`config.mk`:
```
export PLATFORM = sky130hd
export DESIGN_NAME = jpeg_frame_size_scanner_flat
export DESIGN_NICKNAME = d
export VERILOG_FILES = /design/src/hw/rtl/jfs_pkg.sv /design/src/hw/rtl/jfs_if.sv /design/src/hw/rtl/jpeg_frame_size_scanner.sv /design/src/flat_wrapper.sv
export SDC_FILE = /design/constraint.sdc
export NUM_CORES = 1
export LEC_CHECK = 0
export ABC_AREA = 1
export BUFFER_PORTS_ARGS = -buffer_cell sky130_fd_sc_hd__buf_2
export CORE_ASPECT_RATIO = 1.25
export CORE_MARGIN = 1
export CORE_UTILIZATION = 43
export DETAILED_ROUTE_END_ITERATION = 10
export PLACE_DENSITY = 0.6
export SYNTH_ARGS = -nofsm -noshare
export SYNTH_HDL_FRONTEND = slang
export SYNTH_SLANG_ARGS = --single-unit
```
`constraint.sdc`:
```
create_clock -name clk -period 10.55 [get_ports clk]
set_input_delay 2.11 -clock clk [delete_from_list [all_inputs] [get_ports clk]]
set_output_delay 2.11 -clock clk [all_outputs]
set_load 0.02 [all_outputs]
```
`src/hw/rtl/jfs_pkg.sv`:
```
// ----------------------------------------------------------------------------
// jfs_pkg
// Shared constants and types of the JPEG frame size scanner.
// ----------------------------------------------------------------------------
package jfs_pkg;

  localparam int unsigned DIM_W     = 16;
  localparam int unsigned BYTE_W    = 8;
  localparam int unsigned STATUS_W  = 3;
  localparam int unsigned CFG_IDX_W = 8;

  localparam logic [STATUS_W-1:0] ST_FOUND     = 3'd0;
  localparam logic [STATUS_W-1:0] ST_NO_SOI    = 3'd1;
  localparam logic [STATUS_W-1:0] ST_SCAN_EOI  = 3'd2;
  localparam logic [STATUS_W-1:0] ST_BAD_LEN   = 3'd3;
  localparam logic [STATUS_W-1:0] ST_TRUNCATED = 3'd4;

  localparam logic [CFG_IDX_W-1:0] REG_MAX_WIDTH       = 8'd0;
  localparam logic [CFG_IDX_W-1:0] REG_MAX_HEIGHT      = 8'd1;
  localparam logic [CFG_IDX_W-1:0] REG_FALLBACK_WIDTH  = 8'd2;
  localparam logic [CFG_IDX_W-1:0] REG_FALLBACK_HEIGHT = 8'd3;

  localparam logic [DIM_W-1:0] RST_WIDTH  = 16'd320;
  localparam logic [DIM_W-1:0] RST_HEIGHT = 16'd240;

  localparam logic [BYTE_W-1:0] MK_FILL = 8'hFF;
  localparam logic [BYTE_W-1:0] MK_SOI  = 8'hD8;
  localparam logic [BYTE_W-1:0] MK_EOI  = 8'hD9;
  localparam logic [BYTE_W-1:0] MK_SOS  = 8'hDA;
  localparam logic [BYTE_W-1:0] MK_SOF0 = 8'hC0;
  localparam logic [BYTE_W-1:0] MK_SOF2 = 8'hC2;

  localparam logic [DIM_W-1:0] SEG_MIN_LEN = 16'd2;
  localparam logic [DIM_W-1:0] SOF_MIN_LEN = 16'd7;

  typedef struct packed {
    logic                found;
    logic [STATUS_W-1:0] status;
    logic [DIM_W-1:0]    image_width;
    logic [DIM_W-1:0]    image_height;
    logic [DIM_W-1:0]    use_width;
    logic [DIM_W-1:0]    use_height;
  } result_t;

endpackage

```
`src/hw/rtl/jfs_if.sv`:
```
// ----------------------------------------------------------------------------
// jfs_if
// Valid/ready channels of the JPEG frame size scanner.
// ----------------------------------------------------------------------------
interface jfs_in_if import jfs_pkg::*; ();
  logic              valid;
  logic              ready;
  logic [BYTE_W-1:0] data_byte;
  logic              last;

  modport source (output valid, data_byte, last, input ready);
  modport sink   (input valid, data_byte, last, output ready);
endinterface

interface jfs_out_if import jfs_pkg::*; ();
  logic                valid;
  logic                ready;
  logic                found;
  logic [STATUS_W-1:0] status;
  logic [DIM_W-1:0]    image_width;
  logic [DIM_W-1:0]    image_height;
  logic [DIM_W-1:0]    use_width;
  logic [DIM_W-1:0]    use_height;

  modport source (output valid, found, status, image_width, image_height,
                  use_width, use_height, input ready);
  modport sink   (input valid, found, status, image_width, image_height,
                  use_width, use_height, output ready);
endinterface

interface jfs_cfg_if import jfs_pkg::*; ();
  logic                 valid;
  logic                 ready;
  logic [CFG_IDX_W-1:0] index;
  logic [DIM_W-1:0]     wdata;

  modport source (output valid, index, wdata, input ready);
  modport sink   (input valid, index, wdata, output ready);
endinterface

```
`src/hw/rtl/jpeg_frame_size_scanner.sv`:
```
// ----------------------------------------------------------------------------
// jpeg_frame_size_scanner
// Finds the frame size in the SOF0/SOF2 header of a JPEG byte stream.
// ----------------------------------------------------------------------------
// Usage:
//   in_ch  : one file byte per transfer, last marks the final byte of a file.
//   out_ch : at most one result per file; found/status plus raw and usable
//            width and height (clamped, or the fallback registers on failure).
//   cfg_ch : register writes (0 max_width, 1 max_height, 2 fallback_width,
//            3 fallback_height); always ready, other indexes are dropped.
// Order: the byte that decides a result passes the input register, then the
//   result register, whose output drives out_ch.valid.
// Throughput: one byte per cycle while out_ch is not stalled; the per-byte
//   parser update between the two registers sets that figure.
// Reset: parser waits for FF D8, no result pending, registers take
//   320/240/320/240.
// Stall: a held result keeps the byte in the input register from advancing;
//   in_ch.ready drops while that register is full and the result register
//   holds a result that out_ch is not taking.
// ----------------------------------------------------------------------------
module jpeg_frame_size_scanner import jfs_pkg::*; (
  input  logic clk,
  input  logic rst_n,
  jfs_in_if.sink    in_ch,
  jfs_out_if.source out_ch,
  jfs_cfg_if.sink   cfg_ch
);

  typedef enum logic [3:0] {
    PH_SOI0, PH_SOI1, PH_SEEK, PH_MARK, PH_LEN0, PH_LEN1, PH_PREC,
    PH_H0, PH_H1, PH_W0, PH_W1, PH_SKIP, PH_DONE
  } phase_t;

  logic [DIM_W-1:0] max_width_r, max_height_r, fb_width_r, fb_height_r;

  logic              stg_vld_r;
  logic [BYTE_W-1:0] stg_byte_r;
  logic              stg_last_r;

  phase_t            phase_r, phase_nxt;
  logic [DIM_W-1:0]  left_r, left_nxt;
  logic [BYTE_W-1:0] marker_r, marker_nxt;
  logic [BYTE_W-1:0] len_hi_r, len_hi_nxt;
  logic [DIM_W-1:0]  hdr_h_r, hdr_h_nxt;
  logic [DIM_W-1:0]  hdr_w_r, hdr_w_nxt;
  logic              given_r, given_nxt;

  logic              out_valid_r;
  result_t           out_r, res;
  logic              res_vld;

  logic              out_free, stg_adv;
  logic [BYTE_W-1:0] b;
  logic              is_sof;
  logic [DIM_W-1:0]  seglen, left_dec;
  logic              body_done, ok, fail;
  logic [STATUS_W-1:0] fail_code;
  phase_t            phase_step;

  assign cfg_ch.ready = 1'b1;

  always_ff @(posedge clk) begin
    if (!rst_n) begin
      max_width_r  <= RST_WIDTH;
      max_height_r <= RST_HEIGHT;
      fb_width_r   <= RST_WIDTH;
      fb_height_r  <= RST_HEIGHT;
    end else if (cfg_ch.valid) begin
      case (cfg_ch.index)
        REG_MAX_WIDTH:       max_width_r  <= cfg_ch.wdata;
        REG_MAX_HEIGHT:      max_height_r <= cfg_ch.wdata;
        REG_FALLBACK_WIDTH:  fb_width_r   <= cfg_ch.wdata;
        REG_FALLBACK_HEIGHT: fb_height_r  <= cfg_ch.wdata;
        default: ;
      endcase
    end
  end

  assign out_free    = !out_valid_r || out_ch.ready;
  assign stg_adv     = stg_vld_r && out_free;
  assign in_ch.ready = !stg_vld_r || stg_adv;

  always_ff @(posedge clk) begin
    if (!rst_n) begin
      stg_vld_r <= 1'b0;
    end else if (in_ch.ready) begin
      stg_vld_r <= in_ch.valid;
    end
  end

  always_ff @(posedge clk) begin
    if (in_ch.ready && in_ch.valid) begin
      stg_byte_r <= in_ch.data_byte;
      stg_last_r <= in_ch.last;
    end
  end

  assign b         = stg_byte_r;
  assign is_sof    = (marker_r == MK_SOF0) || (marker_r == MK_SOF2);
  assign seglen    = {len_hi_r, b};
  assign left_dec  = (left_r != '0) ? left_r - 1'b1 : left_r;
  assign body_done = (left_dec == '0);

  always_comb begin
    phase_step = phase_r;
    left_nxt   = left_r;
    marker_nxt = marker_r;
    len_hi_nxt = len_hi_r;
    hdr_h_nxt  = hdr_h_r;
    hdr_w_nxt  = hdr_w_r;
    given_nxt  = given_r;
    ok         = 1'b0;
    fail       = 1'b0;
    fail_code  = ST_NO_SOI;
    case (phase_r)
      PH_SOI0: begin
        if (b == MK_FILL) phase_step = PH_SOI1; else fail = 1'b1;
      end
      PH_SOI1: begin
        if (b == MK_SOI) phase_step = PH_SEEK; else fail = 1'b1;
      end
      PH_SEEK: begin
        if (b == MK_FILL) phase_step = PH_MARK;
      end
      PH_MARK: begin
        if (b == MK_EOI || b == MK_SOS) begin
          fail      = 1'b1;
          fail_code = ST_SCAN_EOI;
        end else if (b != MK_FILL) begin
          marker_nxt = b;
          phase_step = PH_LEN0;
        end
      end
      PH_LEN0: begin
        len_hi_nxt = b;
        phase_step = PH_LEN1;
      end
      PH_LEN1: begin
        if (seglen < SEG_MIN_LEN || (is_sof && seglen < SOF_MIN_LEN)) begin
          fail      = 1'b1;
          fail_code = ST_BAD_LEN;
        end else begin
          left_nxt = seglen - SEG_MIN_LEN;
          if (is_sof)                    phase_step = PH_PREC;
          else if (seglen == SEG_MIN_LEN) phase_step = PH_SEEK;
          else                           phase_step = PH_SKIP;
        end
      end
      PH_PREC: begin
        left_nxt   = left_dec;
        phase_step = PH_H0;
      end
      PH_H0: begin
        hdr_h_nxt  = {b, {BYTE_W{1'b0}}};
        left_nxt   = left_dec;
        phase_step = PH_H1;
      end
      PH_H1: begin
        hdr_h_nxt  = hdr_h_r | {{BYTE_W{1'b0}}, b};
        left_nxt   = left_dec;
        phase_step = PH_W0;
      end
      PH_W0: begin
        hdr_w_nxt  = {b, {BYTE_W{1'b0}}};
        left_nxt   = left_dec;
        phase_step = PH_W1;
      end
      PH_W1: begin
        hdr_w_nxt = hdr_w_r | {{BYTE_W{1'b0}}, b};
        left_nxt  = left_dec;
        if (body_done) ok = 1'b1; else phase_step = PH_SKIP;
      end
      PH_SKIP: begin
        left_nxt = left_dec;
        if (body_done) begin
          if (is_sof) ok = 1'b1; else phase_step = PH_SEEK;
        end
      end
      default: ;
    endcase

    if (ok || fail) begin
      given_nxt  = 1'b1;
      phase_step = PH_DONE;
    end

    res_vld = ok || fail;
    if (ok) begin
      res.found        = 1'b1;
      res.status       = ST_FOUND;
      res.image_width  = hdr_w_nxt;
      res.image_height = hdr_h_nxt;
      res.use_width    = (hdr_w_nxt > max_width_r)  ? max_width_r  : hdr_w_nxt;
      res.use_height   = (hdr_h_nxt > max_height_r) ? max_height_r : hdr_h_nxt;
    end else begin
      res.found        = 1'b0;
      res.status       = fail_code;
      res.image_width  = '0;
      res.image_height = '0;
      res.use_width    = fb_width_r;
      res.use_height   = fb_height_r;
    end

    phase_nxt = phase_step;
    if (stg_last_r) begin
      if (!res_vld && !given_r) begin
        res_vld = 1'b1;
        res.status = (phase_step == PH_SOI0 || phase_step == PH_SOI1) ?
                     ST_NO_SOI : ST_TRUNCATED;
      end
      phase_nxt  = PH_SOI0;
      left_nxt   = '0;
      marker_nxt = '0;
      len_hi_nxt = '0;
      hdr_h_nxt  = '0;
      hdr_w_nxt  = '0;
      given_nxt  = 1'b0;
    end
  end

  always_ff @(posedge clk) begin
    if (!rst_n) begin
      phase_r     <= PH_SOI0;
      left_r      <= '0;
      marker_r    <= '0;
      len_hi_r    <= '0;
      hdr_h_r     <= '0;
      hdr_w_r     <= '0;
      given_r     <= 1'b0;
      out_valid_r <= 1'b0;
    end else begin
      if (stg_adv) begin
        phase_r  <= phase_nxt;
        left_r   <= left_nxt;
        marker_r <= marker_nxt;
        len_hi_r <= len_hi_nxt;
        hdr_h_r  <= hdr_h_nxt;
        hdr_w_r  <= hdr_w_nxt;
        given_r  <= given_nxt;
      end
      out_valid_r <= stg_adv ? res_vld : (out_valid_r && !out_ch.ready);
    end
  end

  always_ff @(posedge clk) begin
    if (stg_adv && res_vld) begin
      out_r <= res;
    end
  end

  assign out_ch.valid        = out_valid_r;
  assign out_ch.found        = out_r.found;
  assign out_ch.status       = out_r.status;
  assign out_ch.image_width  = out_r.image_width;
  assign out_ch.image_height = out_r.image_height;
  assign out_ch.use_width    = out_r.use_width;
  assign out_ch.use_height   = out_r.use_height;

endmodule

```
`src/flat_wrapper.sv`:
```
// flat-port wrapper written by rule: the top's interface ports become plain ports
module jpeg_frame_size_scanner_flat import jfs_pkg::*;
  (clk, rst_n, in_ch_valid, in_ch_data_byte, in_ch_last, in_ch_ready, out_ch_valid, out_ch_found, out_ch_status, out_ch_image_width, out_ch_image_height, out_ch_use_width, out_ch_use_height, out_ch_ready, cfg_ch_valid, cfg_ch_index, cfg_ch_wdata, cfg_ch_ready);
  jfs_in_if in_ch_i ();
  jfs_out_if out_ch_i ();
  jfs_cfg_if cfg_ch_i ();
  input  logic clk;
  input  logic rst_n;
  input wire logic [$bits(in_ch_i.valid)-1:0] in_ch_valid;
  input wire logic [$bits(in_ch_i.data_byte)-1:0] in_ch_data_byte;
  input wire logic [$bits(in_ch_i.last)-1:0] in_ch_last;
  output wire logic [$bits(in_ch_i.ready)-1:0] in_ch_ready;
  output wire logic [$bits(out_ch_i.valid)-1:0] out_ch_valid;
  output wire logic [$bits(out_ch_i.found)-1:0] out_ch_found;
  output wire logic [$bits(out_ch_i.status)-1:0] out_ch_status;
  output wire logic [$bits(out_ch_i.image_width)-1:0] out_ch_image_width;
  output wire logic [$bits(out_ch_i.image_height)-1:0] out_ch_image_height;
  output wire logic [$bits(out_ch_i.use_width)-1:0] out_ch_use_width;
  output wire logic [$bits(out_ch_i.use_height)-1:0] out_ch_use_height;
  input wire logic [$bits(out_ch_i.ready)-1:0] out_ch_ready;
  input wire logic [$bits(cfg_ch_i.valid)-1:0] cfg_ch_valid;
  input wire logic [$bits(cfg_ch_i.index)-1:0] cfg_ch_index;
  input wire logic [$bits(cfg_ch_i.wdata)-1:0] cfg_ch_wdata;
  output wire logic [$bits(cfg_ch_i.ready)-1:0] cfg_ch_ready;
  assign in_ch_i.valid = in_ch_valid;
  assign in_ch_i.data_byte = in_ch_data_byte;
  assign in_ch_i.last = in_ch_last;
  assign in_ch_ready = in_ch_i.ready;
  assign out_ch_valid = out_ch_i.valid;
  assign out_ch_found = out_ch_i.found;
  assign out_ch_status = out_ch_i.status;
  assign out_ch_image_width = out_ch_i.image_width;
  assign out_ch_image_height = out_ch_i.image_height;
  assign out_ch_use_width = out_ch_i.use_width;
  assign out_ch_use_height = out_ch_i.use_height;
  assign out_ch_i.ready = out_ch_ready;
  assign cfg_ch_i.valid = cfg_ch_valid;
  assign cfg_ch_i.index = cfg_ch_index;
  assign cfg_ch_i.wdata = cfg_ch_wdata;
  assign cfg_ch_ready = cfg_ch_i.ready;
  jpeg_frame_size_scanner u_core (.clk(clk), .rst_n(rst_n), .in_ch(in_ch_i), .out_ch(out_ch_i), .cfg_ch(cfg_ch_i));
endmodule
```
==> results of run 1 <==
## worst register-to-register path, stage by stage (launching register included)
cell and delay [ns]:
dfxtp_1 0.50, nor2_1 0.11, inv_1 0.13, nor2_1 0.06, inv_1 0.56, o21a_1 0.23
inv_1 0.11, ha_1 0.32, nand4_1 0.11, nor3_1 0.24, nand2_1 0.09, o2111ai_1 0.13
nand2_1 0.66, nand2_1 0.24, nand2_1 0.08, o22ai_1 0.24, inv_2 0.05
## per-stage QoR
| step | power [µW] | instances | area [µm²] | hold slack [ns] | setup WS (ns) |
|---|---|---|---|---|---|
| 6_report | 1955 | 1819 | 12260 | 0.4607 | 5.910 |
| 5_1_grt | 2027 | 1818 | 12260 | 0.4730 | 5.856 |
| 4_1_cts | 1972 | 1818 | 12260 | 0.4624 | 5.906 |
| 3_5_place_dp | 1109 | 1774 | 11440 | 0.4525 | 5.908 |
| 3_3_place_gp | 1109 | 1774 | 11440 | 0.4481 | 5.908 |
| 2_1_floorplan | 1043 | 1394 | 10750 | 0.4409 | 6.077 |
## power by group through the flow
stage          logic, µW  registers, µW  clock network [µW]
6_report             205            887                 863
2_1_floorplan        121            922                   0
4_1_cts              206            887                 879
3_5_place_dp         205            904                   0
3_3_place_gp         205            904                   0
5_1_grt              226            889                 912
## sequential cells by signal (all words and copies together), names as in the netlist, 7 cells and up
name and flops:
u_core.max_width_r 16, u_core.out_ch.image_width 16, u_core.left_r 16, u_core.hdr_h_r 16
u_core.out_ch.image_height 16, u_core.out_ch.use_width 16, u_core.max_height_r 16, u_core.hdr_w_r 16
u_core.out_ch.use_height 16, u_core.marker_r 7, u_core.fb_height_r 16, u_core.fb_width_r 16
u_core.b 8, u_core.len_hi_r 8
## per-layer routing
layer	track usage	up-vias	wire, µm
met4	0.09929	0	1108
met5	0	-	0
met2	0.4171	230	14690
li1	-	4717	-
met1	0.2751	4202	12190
met3	0.02965	58	1294
## cell usage after synthesis, types with 2 or more instances
master	count
nand2_1	336
nor2_1	194
inv_1	138
dfxtp_1	134
a21oi_1	110
edfxtp_1	77
o21ai_0	77
clkbuf_1	44
nand3_1	40
ha_1	34
inv_2	28
o22ai_2	20
o21a_1	18
o21bai_1	16
o211ai_1	14
nor3_1	13
nand4_1	11
o22ai_1	9
a211oi_1	8
buf_2	7
nor2_2	7
xor2_1	7
a31oi_1	5
nand2_2	4
buf_6	3
buf_8	3
nand3b_1	3
nor4_1	3
o21ai_1	3
xnor2_1	3
a21o_1	2
buf_1	2
buf_4	2
clkinv_1	2
nor3b_1	2
o31ai_1	2
## area by class of cell
| class | count | area (µm²) | area share |
|---|---|---|---|
| well taps | 330 | 412.9 | 0.03367 |
| inverters | 168 | 630.6 | 0.05142 |
| clock inverters | 13 | 153.9 | 0.01255 |
| repair buffers | 111 | 565.5 | 0.04611 |
| multi-input cells | 954 | 4835 | 0.3942 |
| clock buffers | 31 | 669.4 | 0.05458 |
| flip-flops and latches | 211 | 4995 | 0.4073 |
| diodes | 1 | 2.502 | 0.0002040 |
## worst paths after layout
path	from	end	slack, ns	cells past startpoint
worst max-delay path	out_ch_ready	in_ch_ready	5.91	4
worst min-delay path	u_core.hdr_h_r[2]$_SDFFE_PN0P_	u_core.hdr_h_r[2]$_SDFFE_PN0P_	0.46	2
worst max register to register	u_core.phase_r[2]$_SDFFE_PN0P_	u_core.out_ch.use_width[8]$_DFFE_PP_	6.45	16
worst min register to register	u_core.hdr_h_r[2]$_SDFFE_PN0P_	u_core.hdr_h_r[2]$_SDFFE_PN0P_	0.46	2
## cells by family (layout without fill, tap and decap cells)
family | after synthesis | after routing | share of synthesized area
buffers and inverters | 229 | 323 | 0.08674
adders and majority gates | 34 | 34 | 0.03959
other | 1 | 2 | 0.0003489
DFF | 211 | 211 | 0.4648
xor gates and xnor gates | 10 | 10 | 0.008151
and+or+nand+nor | 620 | 620 | 0.2346
AOI/OAI and AO/OA | 289 | 289 | 0.1658
==> impl_metrics.yaml, run 1 <==
power:
  power.share.sequential: 0.454
  clock_power_share: 0.441
  cellLeakagePower_uw: 0.005229
  p_int_uw: 1452
  switchingPower_uw: 502.5
  power.density_cell_area_nw_per_um2: 159.4
  sw_frac_of_total: 0.2571
  comb_power_share: 0.105
  max-vdd-ir-drop_mv: 0.1382
die:
  fp.dieW_um: 143.4
  io-pin-count: 109
  total_die_area_um2: 25630
  num_rows: 64
  start_util: 0.4386
  die_height_um: 178.8
  core_um2: 24500
route:
  drt-vias-per-instance: 5.062
  post_route_drc_violation_count: 0
  wl_mm: 29.28
  avgRoutedWirePerCell_um: 16.10
  drt-initial-drc-count: 502
  total_via_count_after_detailed_routing: 9207
  drt_pre_antenna_iters: 5
  drt.antenna.violating_nets: 0
worst_setup_path:
  slowest_stage: "buf_2"
  timing_worst_setup_path_type: "input pin to primary output"
  cp-start-kind: "input pin"
  crit_arrival_ns: 2.53
  max_stage_delay_ns: 0.18
  nature_of_the_critical_path_endpoint: "primary output"
  cpLargestDelayFamily: "buffers and inverters"
  cp_common_cell: "buf_2"
  timing.critical_path.cells: "buf_2 > inv_1 > nand3_1 > buf_2"
  critPathMaxFanout: 3
  cp_data_required_time_ns: 8.44
  worst-path-buf-inv: 3
clock_tree:
  clock_tree.buffer_depth: 3
  cts.htree.levels: 1
  clkSlewWorstSetupHoldPaths_ns: 0.06
  post-cts-setup-buffer-count: 0
  post_cts.resized_instances: 0
  cts.sinks: 211
  cts_tree: "yes"
  insertion_delay_ns: 0.52
  cts.hold.buffers_added: 0
  cts_made_buffers: 24
  cts_root_cell: "clkbuf_16"
global_routing:
  antenna_violations_before_repair: 1
  global_route_congestion_overflow_total: 0
  pin_count_of_the_biggest_net_entering_global_routing: 72
  grt_pass1_wl_mm: 45.85
  globalRouteTotalUtil: 0.2319
  via_count_of_the_first_global_routing_pass: 8828
logic_synthesis:
  synth.lib_cells_used.distinct: 49
  synth_ff_type: "dfxtp_1"
  synth-edff-count: 77
  yosysSeqAreaShare: 0.4648
  synth_nets: 1466
  synth.top_cell.area_share: 0.2496
  ys_top_cells_by_area: "dfxtp_1 25%, edfxtp_1 22%, nand2_1 12%, nor2_1 6.8%, a21oi_1 5.1%"
  synthesis.instances: 1394
  synth-async-reset-ratio: 0
  yosysTopAreaCell: "dfxtp_1"
  postSynthAreaPerCell_um2: 7.709
  summed_instance_area_of_the_synthesized_netlist_um2: 10750
  postSynthRegisterBits: 211
  ys.warnings.count: 0
placed_design:
  gp_congestion: 0.9259
  numPortBuffers: 107
  dpl.hpwl_mm: 20.80
layout:
  nFillCells: 2489
  layout-area-overhead-vs-synth_pct: 14.12
  share_of_cells_above_drive_strength_1: 0.1452
  mostFrequentLayoutCells: "335 x nand2_1, 193 x nor2_1, 137 x inv_1"
  final_core_util: 0.5005
  finish.net_count: 1542
  layout.cells.most_common: "nand2_1"
timing:
  clock-skew-final_ns: 0.006947
  final.setup.tns_ns: 0
  max_clock_freq_ghz: 0.2155
  report.final.hold_viol_count: 0
  unrepaired_setup_endpoints_after_global_routing: "no"
  max_slew_margin: 0.2970
  worstMarginPinSlew_ns: 1.052
  setup_viol_count_final: 0
  finalCriticalPeriod_ns: 4.640
  final_cycle_share: 0.4399
  finalMaxSlewViolations: 0
flow_run:
  max_cap_violations: 0
outcome:
  outcome: "finished, final reports clean"
worst_hold_path:
  timing.hold.worst.class: "register to register"
Note: power is estimated with default switching activity, not from simulation.
==> run 2, diff against run 1 <==
ABC_AREA = 0   (was 1)
clock period = 4.7 ns   (was 10.55 ns; I/O delays follow)
==> impl_metrics.yaml, run 2 <==
layout:
  finish.net_count: 1262
  mostFrequentLayoutCells: "134 x dfxtp_1, 107 x buf_2, 96 x nand2_1"
  nFillCells: 2360
  number_of_inserted_diodes: 0
  layout.cells.most_common: "dfxtp_1"
  finalInstanceArea_um2: 12420
  layout-area-overhead-vs-synth_pct: 15.70
  share_of_cells_above_drive_strength_1: 0.1765
timing:
  final.setup.tns_ns: 0
  max_slew_margin: 0.3100
  final_cycle_share: 0.8106
  finalMaxSlewViolations: 0
  clock-skew-final_ns: 0.009815
  setup_viol_count_final: 0
  unrepaired_setup_endpoints_after_global_routing: "no"
  report.final.hold_viol_count: 0
  max_clock_freq_ghz: 0.2625
  finalCriticalPeriod_ns: 3.810
  worstMarginPinSlew_ns: 1.032
worst_setup_path:
  critPathMaxFanout: 14
  crit_arrival_ns: 4.05
  nature_of_the_critical_path_endpoint: "register"
  capturing_point_of_the_worst_reg2reg_path: "u_core.out_ch.use_width[6]$_DFFE_PP_"
  slowest_stage: "dfxtp_1"
  max_stage_delay_ns: 0.59
  cp_data_required_time_ns: 4.94
  timing.critical_path.cells: "nor2b_1 > nand2_1 > nor2_1 > a21oi_1 > nor2_1 > ha_1 > nor2b_1 > o21a_1 > o211ai_1 > a21o_1 > a41o_1 > buf_4 > mux2i_1 > a21oi_1"
  cp-startpoint: "u_core.phase_r[3]$_SDFFE_PN0P_"
  worstRegToRegCells: 14
  regToRegSetupSlack_ns: 0.89
  critical_path.reg2reg.startpoint: "u_core.phase_r[3]$_SDFFE_PN0P_"
  timing_worst_setup_path_type: "register to register"
  cp-start-kind: "register"
die:
  total_die_area_um2: 25600
  core_um2: 24500
  num_rows: 64
  io-pin-count: 109
  die_height_um: 178.6
  start_util: 0.4381
  fp.dieW_um: 143.3
logic_synthesis:
  synthesis.instances: 1106
  synth.most_common_cell: "dfxtp_1"
  synth-async-reset-ratio: 0
  postSynthAreaPerCell_um2: 9.705
  synth.top_cell.area_share: 0.2499
  summed_instance_area_of_the_synthesized_netlist_um2: 10730
  synth.top_cells.by_count: "134 x dfxtp_1, 96 x nand2_1, 94 x nor2b_1"
  ys_top_cells_by_area: "dfxtp_1 25%, edfxtp_1 22%, mux2i_1 7.5%, nor2b_1 5.5%, ha_1 4.0%"
  synth_nets: 1178
  synth.lib_cells_used.distinct: 69
  yosysTopAreaCell: "dfxtp_1"
  ys.warnings.count: 0
  yosysSeqAreaShare: 0.4653
  synth_ff_type: "dfxtp_1"
  postSynthRegisterBits: 211
  synth-edff-count: 77
clock_tree:
  post-cts-setup-buffer-count: 0
  clkSlewWorstSetupHoldPaths_ns: 0.06
  clock_tree.buffer_depth: 3
  cts_made_buffers: 24
  cts.sinks: 211
  cts.hold.buffers_added: 0
  post_cts.resized_instances: 0
  cts_root_cell: "clkbuf_16"
  cts_tree: "yes"
  insertion_delay_ns: 0.52
  cts.htree.levels: 1
global_routing:
  grt_pass1_wl_mm: 44.26
  pin_count_of_the_biggest_net_entering_global_routing: 64
  via_count_of_the_first_global_routing_pass: 7994
  global_route_congestion_overflow_total: 0
  globalRouteTotalUtil: 0.2253
  antenna_violations_before_repair: 1
worst_hold_path:
  timing.hold.worst.start: "u_core.fb_height_r[6]$_SDFFE_PN1P_"
  worst_hold_path.endpoint: "u_core.fb_height_r[6]$_SDFFE_PN1P_"
  timing.hold.worst.class: "register to register"
  cell_count_of_the_worst_hold_path: 2
placed_design:
  gp_congestion: 0.9156
  numPortBuffers: 107
  placed_cell_area_um2: 11620
  dpl.hpwl_mm: 19.58
power:
  power.density_cell_area_nw_per_um2: 341.5
  max-vdd-ir-drop_mv: 0.2779
  cellLeakagePower_uw: 0.005012
route:
  post_route_drc_violation_count: 0
  drt.antenna.violating_nets: 0
  avgRoutedWirePerCell_um: 18.64
  drt-initial-drc-count: 529
  total_via_count_after_detailed_routing: 8502
  drt-vias-per-instance: 5.532
  drt_pre_antenna_iters: 5
  wl_mm: 28.65
outcome:
  outcome: "finished, final reports clean"
flow_run:
  max_cap_violations: 0
## run 2: changes by cell type in the layout (fill, tap and decap cells not counted), moves of 23 or more
cell	delta
a21boi_0	+23
inv_2	-27
a22oi_1	+49
nor2b_1	+94
a21oi_1	-70
o21ai_0	-37
inv_1	-94
mux2i_1	+80
nor2_1	-134
nand2_1	-239
nand3_1	-30
## run 2: stage by stage
stage | utilization | total power [µW] | hold slack [ns] | worst slack, ns | cells
after detailed placement | 0.4744 | 2392 | 0.4608 | 0.8988 | 1494
after global routing | 0.5068 | 4383 | 0.4960 | 0.6422 | 1537
after CTS | 0.5068 | 4276 | 0.4777 | 0.8910 | 1537
after floorplan | - | 2263 | 0.4444 | 0.5520 | 1106
after global placement | 0.4744 | 2393 | 0.4564 | 0.9610 | 1494
final | 0.5068 | 4241 | 0.4762 | 0.8903 | 1537
## run 2: worst max-delay path by stage
stage                                                   to  cells after the start  slack, ns
CTS                   u_core.out_ch.use_width[6]$_DFFE_PP_                     14       0.89
global placement    u_core.out_ch.use_height[15]$_DFFE_PP_                     12       0.96
floorplan                    u_core.out_ch.found$_DFFE_PP_                     12       0.55
detailed placement    u_core.out_ch.use_width[6]$_DFFE_PP_                     14       0.90
global route        u_core.out_ch.use_height[15]$_DFFE_PP_                     12       0.64
finish                u_core.out_ch.use_width[6]$_DFFE_PP_                     14       0.89
## run 2: cell type report
class	count	area, µm²	area share
Clock buffer	31	679.4	0.05470
Clock inverter	12	115.1	0.009269
Inverter	44	165.2	0.01330
Multi-Input combinational cell	775	5301	0.4269
Sequential cell	211	4995	0.4022
Tap cell	330	412.9	0.03325
Timing Repair Buffer	134	750.7	0.06045
## run 2: layer usage
| metal | vias to the layer above | routed length, µm | track usage |
|---|---|---|---|
| li1 | 4142 | - | - |
| met1 | 4072 | 12540 | 0.2876 |
| met2 | 222 | 13890 | 0.3856 |
| met3 | 66 | 1180 | 0.02470 |
| met4 | 0 | 1037 | 0.09353 |
| met5 | - | 0 | 0 |
## run 2: cells by family after synthesis
| family | after synthesis | synth area share |
|---|---|---|
| DFF | 211 | 0.4653 |
| adders and majority gates | 34 | 0.03963 |
| muxes | 97 | 0.09278 |
| buffers and inverters | 120 | 0.04359 |
| xor gates and xnor gates | 19 | 0.01550 |
| and+or+nand+nor | 393 | 0.1963 |
| AOI/OAI and AO/OA | 231 | 0.1465 |
| other | 1 | 0.0003494 |
## run 2: worst max-delay path, delay by kind of cell (launching register included)
family	cells	cell delay, ns
AOI/OAI and AO/OA	6	0.90
adders and majority gates	1	0.30
buffers and inverters	1	0.23
DFF	1	0.59
muxes	1	0.23
and+or+nand+nor	5	1.30
## run 2: power breakdown
part           switching [µW]  leakage [µW]  internal (µW)
registers                35.2       0.00181           1930
logic                     247       0.00280            141
clock network             760      0.000394           1130
==> run 3, diff against run 2 <==
PLACE_DENSITY = 0.63   (was 0.6)
clock period = 3.25 ns   (was 4.7 ns; I/O delays follow)
==> impl_metrics.yaml, run 3 (synthesis results as in run 2) <==
outcome:
  outcome: "finished, final reports clean"
placed_design:
  placed_cell_area_um2: 12510
  numPortBuffers: 107
  dpl.hpwl_mm: 22.40
  gp_congestion: 0.9365
layout:
  number_of_inserted_diodes: 0
  finish.net_count: 1377
  mostFrequentLayoutCells: "131 x buf_4, 130 x dfxtp_1, 107 x buf_2"
  layout-area-overhead-vs-synth_pct: 25.76
  share_of_cells_above_drive_strength_1: 0.2663
  finalInstanceArea_um2: 13500
  layout.cells.most_common: "buf_4"
timing:
  report.final.hold_viol_count: 0
  unrepaired_setup_endpoints_after_global_routing: "yes"
  final_cycle_share: 0.9799
  finalCriticalPeriod_ns: 3.185
  worstMarginPinSlew_ns: 0.7637
  setup_viol_count_final: 0
  max_slew_margin: 0.4870
  clock-skew-final_ns: 0.01457
  whs_ns: 0.3118
  max_clock_freq_ghz: 0.3140
  finalMaxSlewViolations: 0
  final.setup.tns_ns: 0
worst_setup_path:
  timing_worst_setup_path_type: "register to register"
  regToRegSetupSlack_ns: 0.07
  cp_data_required_time_ns: 3.48
  cpLargestDelayFamily: "simple AND/OR/NAND/NOR gates"
  slowest_stage: "or4_4"
  max_stage_delay_ns: 0.62
  timing.critical_path.cells: "or4_4 > or4_4 > xnor2_4 > nor4b_4 > nand4_4 > clkinv_4 > nor2_4 > a21oi_4 > buf_12 > clkbuf_16"
  worst-path-buf-inv: 3
  nature_of_the_critical_path_endpoint: "register"
  crit_arrival_ns: 3.41
  cp-start-kind: "register"
  cp_common_cell: "or4_4"
  critPathMaxFanout: 8
global_routing:
  globalRouteTotalUtil: 0.2424
  via_count_of_the_first_global_routing_pass: 8491
  pin_count_of_the_biggest_net_entering_global_routing: 62
  global_route_congestion_overflow_total: 0
  grt_pass1_wl_mm: 47.00
  antenna_violations_before_repair: 0
die:
  total_die_area_um2: 25600
  io-pin-count: 109
  core_um2: 24500
  num_rows: 64
  fp.dieW_um: 143.3
  start_util: 0.4381
  die_height_um: 178.6
clock_tree:
  cts_made_buffers: 23
  cts.htree.levels: 1
  cts_tree: "yes"
  clock_tree.buffer_depth: 3
  insertion_delay_ns: 0.52
  cts.sinks: 211
  cts.hold.buffers_added: 0
  cts_root_cell: "clkbuf_16"
  clkSlewWorstSetupHoldPaths_ns: 0.06
route:
  drt.antenna.violating_nets: 0
  avgRoutedWirePerCell_um: 18.75
  post_route_drc_violation_count: 0
  drt-vias-per-instance: 5.396
  total_via_count_after_detailed_routing: 8914
  drt_pre_antenna_iters: 5
  wl_mm: 30.97
  drt-initial-drc-count: 487
power:
  p_int_uw: 4562
  power.share.sequential: 0.463
  comb_power_share: 0.121
  max-vdd-ir-drop_mv: 0.3947
  clock_power_share: 0.416
  cellLeakagePower_uw: 0.005658
  switchingPower_uw: 1530
  power.density_cell_area_nw_per_um2: 451.3
  sw_frac_of_total: 0.2511
flow_run:
  max_cap_violations: 0
worst_hold_path:
  timing.hold.worst.class: "input pin to register"
-- run 3: final timing paths --
path,from,end,cells past startpoint
setup / recovery,u_core.left_r[4]$_SDFFE_PN0P_,u_core.out_ch.image_width[1]$_SDFFCE_PP0P_,10
hold / removal,in_ch_data_byte[3],u_core.b[3]$_DFFE_PP_,1
setup reg to reg,u_core.left_r[4]$_SDFFE_PN0P_,u_core.out_ch.image_width[1]$_SDFFCE_PP0P_,10
hold reg to reg,u_core.fb_height_r[5]$_SDFFE_PN1P_,u_core.fb_height_r[5]$_SDFFE_PN1P_,2
-- run 3: what timing repair did --
| item | in CTS | in global routing |
|---|---|---|
| gates cloned | 1 | 1 |
| gates resized for setup | 3 | 24 |
| hold endpoints to repair | 0 | 0 |
| endpoints found under the setup margin | 73 | 104 |
| buffers inserted | 6 | 8 |
| pin swaps | 7 | 13 |
-- run 3: per-stage QoR --
step | power, µW | worst slack, ns | cells | util
floorplan | 3288 | -0.8583 | 1106 | -
global placement | 3568 | 0.03042 | 1595 | 0.5107
detailed placement | 3566 | -0.04766 | 1595 | 0.5107
CTS | 6131 | 0.001738 | 1644 | 0.5446
global route | 6311 | -0.03525 | 1652 | 0.5509
finish | 6092 | 0.06539 | 1652 | 0.5509
-- run 3: power groups by stage --
stage | Sequential (µW) | Combinational, µW | Clock, µW
4_1_cts | 2820 | 713 | 2600
6_report | 2820 | 737 | 2530
3_3_place_gp | 2880 | 688 | 0
5_1_grt | 2830 | 792 | 2690
3_5_place_dp | 2880 | 687 | 0
2_1_floorplan | 2920 | 372 | 0
-- run 3: area by class of cell --
cell class	instances	area, µm²
clock buffer	30	631.9
clock inverter	12	95.09
fill	2263	11000
inverter	44	170.2
multi-input combinational	775	5440
sequential	211	5000
tap	330	412.9
timing repair buffer	250	1749
-- run 3: layer usage --
metal	GRT usage	share of wire	vias to the layer above
met2	0.4203	0.49	240
met5	0	0	-
li1	-	-	4390
met1	0.2952	0.42	4220
met4	0.1126	0.039	0
met3	0.03463	0.048	64
